$ cat src/hdl/bmdpc_pkg.sv
// Shared types and constants of the meter disk pulse counter.
// No dependencies; imported by the top level, the checker and the testbench (not by bmdpc_div).
package bmdpc_pkg;

	typedef enum logic [1:0] {
		ROT_UNKNOWN = 2'd0,
		ROT_LEFT    = 2'd1,
		ROT_RIGHT   = 2'd2
	} rotation_t;

	localparam int unsigned CFG_IDX_W = 2;
	localparam logic [CFG_IDX_W-1:0] REG_DEBOUNCE = 2'd0;
	localparam logic [CFG_IDX_W-1:0] REG_PPK      = 2'd1;

	localparam logic [15:0] DEBOUNCE_RST = 16'd50;
	localparam logic [15:0] PPK_RST      = 16'd375;

	localparam int unsigned THR_W  = 26;
	localparam int unsigned PROD_W = 48;
	localparam logic [9:0]  US_PER_MS = 10'd1000;
	localparam logic [31:0] POWER_DIVIDEND = 32'd3600000000;
	localparam logic [31:0] POWER_MAX = 32'h7FFF_FFFF;

endpackage

$ cat src/hdl/bmdpc_div.sv
// Iterative restoring divider, one quotient bit per cycle.
// Standalone; used by the top level for the power quotient.
module bmdpc_div #(
	parameter int unsigned W = 32
) (
	input  logic         clk,
	input  logic         arst_n,
	input  logic         start,
	input  logic [W-1:0] dividend,
	input  logic [W-1:0] divisor,
	output logic         done,
	output logic [W-1:0] quotient
);

	localparam int unsigned CW = $clog2(W + 1);

	logic [W:0]    rem_q;
	logic [W-1:0]  quo_q;
	logic [W-1:0]  div_q;
	logic [CW-1:0] cnt_q;
	logic          busy_q;
	logic          done_q;
	logic [W:0]    shifted;
	logic          fits;

	assign shifted = {rem_q[W-1:0], quo_q[W-1]};
	assign fits    = shifted >= {1'b0, div_q};

	always_ff @(posedge clk or negedge arst_n) begin
		if (!arst_n) begin
			rem_q  <= '0;
			quo_q  <= '0;
			div_q  <= '0;
			cnt_q  <= '0;
			busy_q <= 1'b0;
			done_q <= 1'b0;
		end else begin
			done_q <= 1'b0;
			if (start) begin
				rem_q  <= '0;
				quo_q  <= dividend;
				div_q  <= divisor;
				cnt_q  <= CW'(W);
				busy_q <= 1'b1;
			end else if (busy_q) begin
				rem_q  <= fits ? (shifted - {1'b0, div_q}) : shifted;
				quo_q  <= {quo_q[W-2:0], fits};
				cnt_q  <= cnt_q - CW'(1);
				if (cnt_q == CW'(1)) begin
					busy_q <= 1'b0;
					done_q <= 1'b1;
				end
			end
		end
	end

	assign done     = done_q;
	assign quotient = quo_q;

endmodule

$ cat src/hdl/bidirectional_meter_disk_pulse_counter.sv
// Path: a rejected edge or an edge that counts no pulse goes from S_EVAL to S_OUT;
// a counted pulse passes S_MUL, then where needed S_CHK and the 32-step divider in S_DIV,
// and S_APPLY. One edge at a time: edge_stall stays high until the result is taken.
// Reset (arst_n low, asynchronous): edge times, rotation and totals clear to zero,
// debounce_ms to 50 and pulses_per_kwh to 375.
module bidirectional_meter_disk_pulse_counter
	import bmdpc_pkg::*;
#(
	parameter int unsigned TIME_BITS = 32
) (
	input  logic                 clk,
	input  logic                 arst_n,
	input  logic                 cfg_valid,
	output logic                 cfg_ready,
	input  logic [CFG_IDX_W-1:0] cfg_index,
	input  logic [15:0]          cfg_data,
	input  logic                 edge_valid,
	output logic                 edge_stall,
	input  logic                 sensor,
	input  logic [31:0]          time_us,
	input  logic [31:0]          time_ms,
	output logic                 res_valid,
	input  logic                 res_stall,
	output logic                 pulse_counted,
	output logic                 double_pulse,
	output logic [1:0]           direction,
	output logic signed [31:0]   power_w,
	output logic signed [31:0]   total_w,
	output logic [31:0]          used_w,
	output logic [31:0]          returned_w
);

	localparam int unsigned XW   = (TIME_BITS > 32) ? TIME_BITS : 32;
	localparam int unsigned DXW  = XW + 1;
	localparam int unsigned CMPW = (TIME_BITS > THR_W) ? TIME_BITS : THR_W;

	typedef enum logic [2:0] {
		S_IDLE,
		S_EVAL,
		S_MUL,
		S_CHK,
		S_DIV,
		S_APPLY,
		S_OUT
	} state_t;

	state_t               state_q;
	logic [15:0]          debounce_q;
	logic [15:0]          ppk_q;
	logic [THR_W-1:0]     thr_q;
	logic                 sensor_q;
	logic [TIME_BITS-1:0] t_us_q;
	logic [TIME_BITS-1:0] t_ms_q;
	logic [TIME_BITS-1:0] left_q;
	logic [TIME_BITS-1:0] right_q;
	logic [TIME_BITS-1:0] full_q;
	logic [TIME_BITS-1:0] last_ms_q;
	logic [TIME_BITS-1:0] dur_q;
	rotation_t            rotation_q;
	logic [PROD_W-1:0]    prod_q;
	logic                 dur_big_q;
	logic [31:0]          pwr_q;
	logic [31:0]          power_q;
	logic [31:0]          total_q;
	logic [31:0]          used_q;
	logic [31:0]          returned_q;
	logic                 counted_q;
	logic                 dbl_q;

	logic [XW-1:0]        us_x;
	logic [XW-1:0]        ms_x;
	logic [TIME_BITS-1:0] mine;
	logic [TIME_BITS-1:0] other;
	rotation_t            my_dir;
	logic [TIME_BITS-1:0] diff;
	logic                 edge_ok;
	logic [DXW-1:0]       dur_x;
	logic                 too_big;
	logic                 div_start;
	logic                 div_done;
	logic [31:0]          div_quo;
	logic [31:0]          neg_pwr;

	assign us_x = XW'(time_us);
	assign ms_x = XW'(time_ms);

	assign mine    = sensor_q ? right_q : left_q;
	assign other   = sensor_q ? left_q : right_q;
	assign my_dir  = sensor_q ? ROT_RIGHT : ROT_LEFT;
	assign diff    = t_us_q - mine;
	// signed wrap-safe difference: negative spacing never passes
	assign edge_ok = !diff[TIME_BITS-1] && (CMPW'(diff) >= CMPW'(thr_q));

	assign dur_x     = DXW'(dur_q);
	// product beyond the dividend gives a zero quotient
	assign too_big   = dur_big_q || (prod_q > PROD_W'(POWER_DIVIDEND));
	assign div_start = (state_q == S_CHK) && !too_big;
	assign neg_pwr   = 32'd0 - pwr_q;

	bmdpc_div #(
		.W(32)
	) u_div (
		.clk      (clk),
		.arst_n   (arst_n),
		.start    (div_start),
		.dividend (POWER_DIVIDEND),
		.divisor  (prod_q[31:0]),
		.done     (div_done),
		.quotient (div_quo)
	);

	always_ff @(posedge clk or negedge arst_n) begin
		if (!arst_n) begin
			state_q    <= S_IDLE;
			debounce_q <= DEBOUNCE_RST;
			ppk_q      <= PPK_RST;
			thr_q      <= '0;
			sensor_q   <= 1'b0;
			t_us_q     <= '0;
			t_ms_q     <= '0;
			left_q     <= '0;
			right_q    <= '0;
			full_q     <= '0;
			last_ms_q  <= '0;
			dur_q      <= '0;
			rotation_q <= ROT_UNKNOWN;
			prod_q     <= '0;
			dur_big_q  <= 1'b0;
			pwr_q      <= '0;
			power_q    <= '0;
			total_q    <= '0;
			used_q     <= '0;
			returned_q <= '0;
			counted_q  <= 1'b0;
			dbl_q      <= 1'b0;
		end else begin
			if (cfg_valid) begin
				if (cfg_index == REG_DEBOUNCE) begin
					debounce_q <= cfg_data;
				end else if (cfg_index == REG_PPK) begin
					ppk_q <= cfg_data;
				end
			end
			unique case (state_q)
				S_IDLE: begin
					if (edge_valid) begin
						sensor_q  <= sensor;
						t_us_q    <= us_x[TIME_BITS-1:0];
						t_ms_q    <= ms_x[TIME_BITS-1:0];
						thr_q     <= THR_W'(debounce_q) * THR_W'(US_PER_MS);
						counted_q <= 1'b0;
						dbl_q     <= 1'b0;
						state_q   <= S_EVAL;
					end
				end
				S_EVAL: begin
					dur_q   <= t_ms_q - last_ms_q;
					state_q <= S_OUT;
					if (edge_ok) begin
						if (rotation_q == my_dir) begin
							if (other > full_q) begin
								full_q    <= mine;
								counted_q <= 1'b1;
								last_ms_q <= t_ms_q;
								state_q   <= S_MUL;
							end else begin
								dbl_q <= 1'b1;
							end
						end else if (full_q == other) begin
							rotation_q <= my_dir;
						end
						if (sensor_q) begin
							right_q <= t_us_q;
						end else begin
							left_q <= t_us_q;
						end
					end
				end
				S_MUL: begin
					if ((dur_q == '0) || (ppk_q == '0)) begin
						pwr_q   <= POWER_MAX;
						state_q <= S_APPLY;
					end else begin
						prod_q    <= PROD_W'(ppk_q) * PROD_W'(dur_x[31:0]);
						dur_big_q <= |dur_x[DXW-1:32];
						state_q   <= S_CHK;
					end
				end
				S_CHK: begin
					if (too_big) begin
						pwr_q   <= '0;
						state_q <= S_APPLY;
					end else begin
						state_q <= S_DIV;
					end
				end
				S_DIV: begin
					if (div_done) begin
						pwr_q   <= (div_quo > POWER_MAX) ? POWER_MAX : div_quo;
						state_q <= S_APPLY;
					end
				end
				S_APPLY: begin
					if (rotation_q == ROT_LEFT) begin
						returned_q <= returned_q + pwr_q;
						power_q    <= neg_pwr;
						total_q    <= total_q + neg_pwr;
					end else begin
						used_q  <= used_q + pwr_q;
						power_q <= pwr_q;
						total_q <= total_q + pwr_q;
					end
					state_q <= S_OUT;
				end
				S_OUT: begin
					if (!res_stall) begin
						state_q <= S_IDLE;
					end
				end
				default: begin
					state_q <= S_IDLE;
				end
			endcase
		end
	end

	assign cfg_ready     = 1'b1;
	assign edge_stall    = (state_q != S_IDLE);
	assign res_valid     = (state_q == S_OUT);
	assign pulse_counted = counted_q;
	assign double_pulse  = dbl_q;
	assign direction     = rotation_q;
	assign power_w       = power_q;
	assign total_w       = total_q;
	assign used_w        = used_q;
	assign returned_w    = returned_q;

endmodule

$ cat config.mk
export PLATFORM = sky130hd
export DESIGN_NAME = bidirectional_meter_disk_pulse_counter
export DESIGN_NICKNAME = d
export VERILOG_FILES = /design/src/hdl/bmdpc_pkg.sv /design/src/hdl/bmdpc_div.sv /design/src/hdl/bidirectional_meter_disk_pulse_counter.sv
export SDC_FILE = /design/constraint.sdc
export NUM_CORES = 2
export LEC_CHECK = 0
export BUFFER_PORTS_ARGS = -buffer_cell sky130_fd_sc_hd__buf_2
export CAP_MARGIN = 30
export CELL_PAD_IN_SITES_DETAIL_PLACEMENT = 0
export CELL_PAD_IN_SITES_GLOBAL_PLACEMENT = 2
export CORE_ASPECT_RATIO = 0.7
export CORE_MARGIN = 4
export CORE_UTILIZATION = 41
export CTS_CLUSTER_DIAMETER = 100
export DETAILED_ROUTE_END_ITERATION = 7
export GPL_ROUTABILITY_DRIVEN = 0
export PLACE_DENSITY_LB_ADDON = 0.12
export SETUP_SLACK_MARGIN = 0.2
export SKIP_LAST_GASP = 1
export SLEW_MARGIN = 15
export SYNTH_ARGS = -nofsm -noshare
export SYNTH_HDL_FRONTEND = slang
export SYNTH_SLANG_ARGS = --single-unit
$ cat constraint.sdc
create_clock -name clk -period 8.1 [get_ports clk]
set_input_delay 0.81 -clock clk [delete_from_list [all_inputs] [get_ports clk]]
set_output_delay 0.81 -clock clk [all_outputs]
set_load 0.05 [all_outputs]
==> metrics.md <==
| Metric | Value |
|---|---|
| Outcome | finished clean |
| Synth Cell Area | 53400 um2 |
| P&R area growth vs syn | 10.4% |
| Number of global-route vias before repair | 39.2k |
| Most common cell in the netlist | nand2_1 |
| Most area-hungry cell type in the Yosys netlist | dfrtp_1 |
| EDFF count, synth | 0 |
| Slew headroom | between 30% and 40% |
| Syn Inst Count | 5726 |
| Clk Latency, worst-skew pair | 680 ps |
| Synthesis-stage register bit count | approximately 600 |
| Startpoint class of the critical path | register |
| Drt wl/cell | 19.2 um |
| H-tree Lvls | 3 |
| Worst-path fanout max | 23 |
| Nets | 6831 |
| Final setup viols | 0 |
| Final Cycle Share | 91.8% |
| RSZ-0062 raised after global routing | false |
| Initial drt markers | approximately 2.5k |
| Crit Path Category | reg -> reg |
| GRT Overall Usage | 21.7% |
| Largest net degree at the start of global routing | 141 |
| Sequential share of the synthesized area | 28.1% |
| Post-synthesis net count | 6710 |
| Final wirelength | 147000 um |
| F_max | 135 MHz |
| Setup crit start | ppk_q[8]$_DFFE_PN1P_ |
| Synth top cells by count | nand2_1, inv_1, dfrtp_1 |
| Period minus WS final | 7430 ps |
| Slowest-stage cell, CP | dfstp_2 |
| CTS tree | yes |
| Worst slew pin tran | 1010 ps |
| Worst path required time | 8610 ps |
| Via count | 39.4k |
| IO buf count | between 200 and 250 |
| Initial Utilization | 41.4% |
| Routed Antenna Nets | 0 |
| Top post-synthesis cells by area | dfrtp_1, fa_1, ha_1, nand2_1, inv_1 |
| Worst-path clk slew | 60 ps |
| Final Slew Violations | 0 |
| DRC | 0 |
| Clk root buf | clkbuf_16 |
| Share of cells above drive strength 1 | 11.9% |
| CP Cell Sequence | buf_4, nand2_1, fa_1, inv_1, fa_1, fa_1, fa_1, fa_1, inv_1, fa_1, inv_1, ha_1, nand4_1, or3_1, o31ai_1, buf_4, nand2_1, a211o_1, o21ai_1, nand4_1, o21ai_1, xnor2_1, o21ai_0 |
| First-pass GRT wire length | 233000 um |
| Row count | 110 |
| Gr ovfl total | 0 |
| Worst Path Arrival | 7940 ps |
| Final Hold Viols | 0 |
| Die Height | 310 um |
| Initial antenna violation count | 8 |
| Largest stage delay on the critical path | 720 ps |
| Library cells used by synthesis | 86 |
| Die Wd | 439 um |
| Vias/cell | 5.16 |
| Inserted Clock Buffers | 71 |
| Launch point of the worst reg-to-reg path | ppk_q[8]$_DFFE_PN1P_ |
| Core area | 129000 um2 |
| IO Pins | 223 |
| FF-to-FF path depth | 23 |
| Sum Neg Setup Slack | 0 ps |
| Synth Warn # | 0 |
| Worst R2R End | prod_q[44]$_DFFE_PN0P_ |
| # clock sinks | 599 |
| Final Skew | 33.9 ps |
| Die footprint | ~140000 um2 |
| Setup Fix Bufs, Post-CTS | 0 |
| Max_cap viols | 0 |
| Crit. End Element | register |
| Top-area cell type share of the netlist area | between 20% and 30% |
| Post-CTS Hold Fix Bufs | 0 |
| Hold Crit Class | in -> async |
| Resized Gates After CTS | 0 |
| Clock Path Buffers | 3 |
| FF-to-FF setup slack | 670 ps |
| Top FF cell, synth | dfrtp_1 |
| Async SR Flop Fraction | 100% |
| Avg Inst Size Synth | slightly above 9 um2 |
| CP dominant cell by count | fa_1 |
| Final HPWL from detailed placement | 114000 um |
| DRT Pass-1 Iters | 6 |
==> sequential cells by signal, indices dropped and copies added, names as in the netlist, 16 cells and up <==
| register | flops |
|---|---|
| left_q | 32 |
| ppk_q | 16 |
| u_div.quotient | 32 |
| dur_q | 32 |
| pwr_q | 32 |
| right_q | 32 |
| thr_q | 23 |
| u_div.div_q | 32 |
| debounce_q | 16 |
| total_w | 32 |
| returned_w | 32 |
| t_ms_q | 32 |
| t_us_q | 32 |
| full_q | 32 |
| used_w | 32 |
| power_w | 32 |
| prod_q | 48 |
| u_div.rem_q | 32 |
| last_ms_q | 32 |
==> stage by stage <==
stage	util, %	hold slack [ps]	worst slack (ps)	area [um2]	cells
after global routing	45.7	236	315	58900	7641
after global placement	43.6	457	797	56300	7503
after detailed placement	43.7	464	687	56400	7506
after floorplan	-	441	1210	53400	5726
after CTS	45.6	177	684	58800	7635
final	45.7	202	667	58900	7642
==> how the worst max path moves through the flow <==
stage / endpoint / slack, ps / depth (start not counted)
6_report: prod_q[44]$_DFFE_PN0P_ / 670 / 23
5_1_grt: prod_q[45]$_DFFE_PN0P_ / 310 / 23
4_1_cts: prod_q[44]$_DFFE_PN0P_ / 680 / 23
3_5_place_dp: prod_q[44]$_DFFE_PN0P_ / 690 / 23
3_3_place_gp: prod_q[47]$_DFFE_PN0P_ / 800 / 24
2_1_floorplan: prod_q[45]$_DFFE_PN0P_ / 1210 / 24
==> cell families after synthesis <==
group | share of synthesized area [%]
flops | 28.1
simple gates | 14.5
compound gates | 11.9
xor+xnor | 4.22
other cells | 0.00703
mux | 6.89
buf+inv | 6.64
fa+ha+maj | 27.7
==> cell usage in the layout, fill, tap and decap left out, drive strengths merged, types with 8 or more instances in the layout <==
cell,count
a2111oi,11
nor3,41
o41ai,11
clkinv,13
dfrtp,589
o211ai,29
mux2,231
or2,13
o21ai,400
a31oi,24
nand3,52
fa,478
a21oi,202
nor4,29
o21bai,30
a211oi,46
or3,21
clkbuf,100
a21o,120
nand2b,52
a211o,9
nor2,243
o31ai,24
o21a,40
xor2,142
mux2i,101
a21boi,8
and3,20
ha,418
nand4,37
inv,690
nor2b,35
and2,233
nand2,873
buf,296
dfstp,10
xnor2,114
==> critical path, delay by kind of cell (launching register included) <==
kind	cells	cell delay, ps
compound gates	5	1160
buf+inv	5	770
fa+ha+maj	7	3500
xor+xnor	1	150
flops	1	720
simple gates	5	970
==> cell type report <==
class	instances	area (um2)
multi-input cells	4195	34900
inverters	684	2570
clock inverters	29	405
diodes	3	7.51
repair buffers	296	1830
clock buffers	100	2060
well taps	1736	2170
fillers	12700	70100
flip-flops and latches	599	15000
==> metal layers <==
metal  GRT usage, %  vias up  routed length, um
met2           31.2      664              61300
met1           34.0    19400              75700
met3           3.39      137               6760
met4           4.98        4               3020
li1               -    19200                  -
met5              0        -                 22
Power is not shown: default switching activity piles up to over one toggle a cycle in this logic, so the estimate is an artifact.
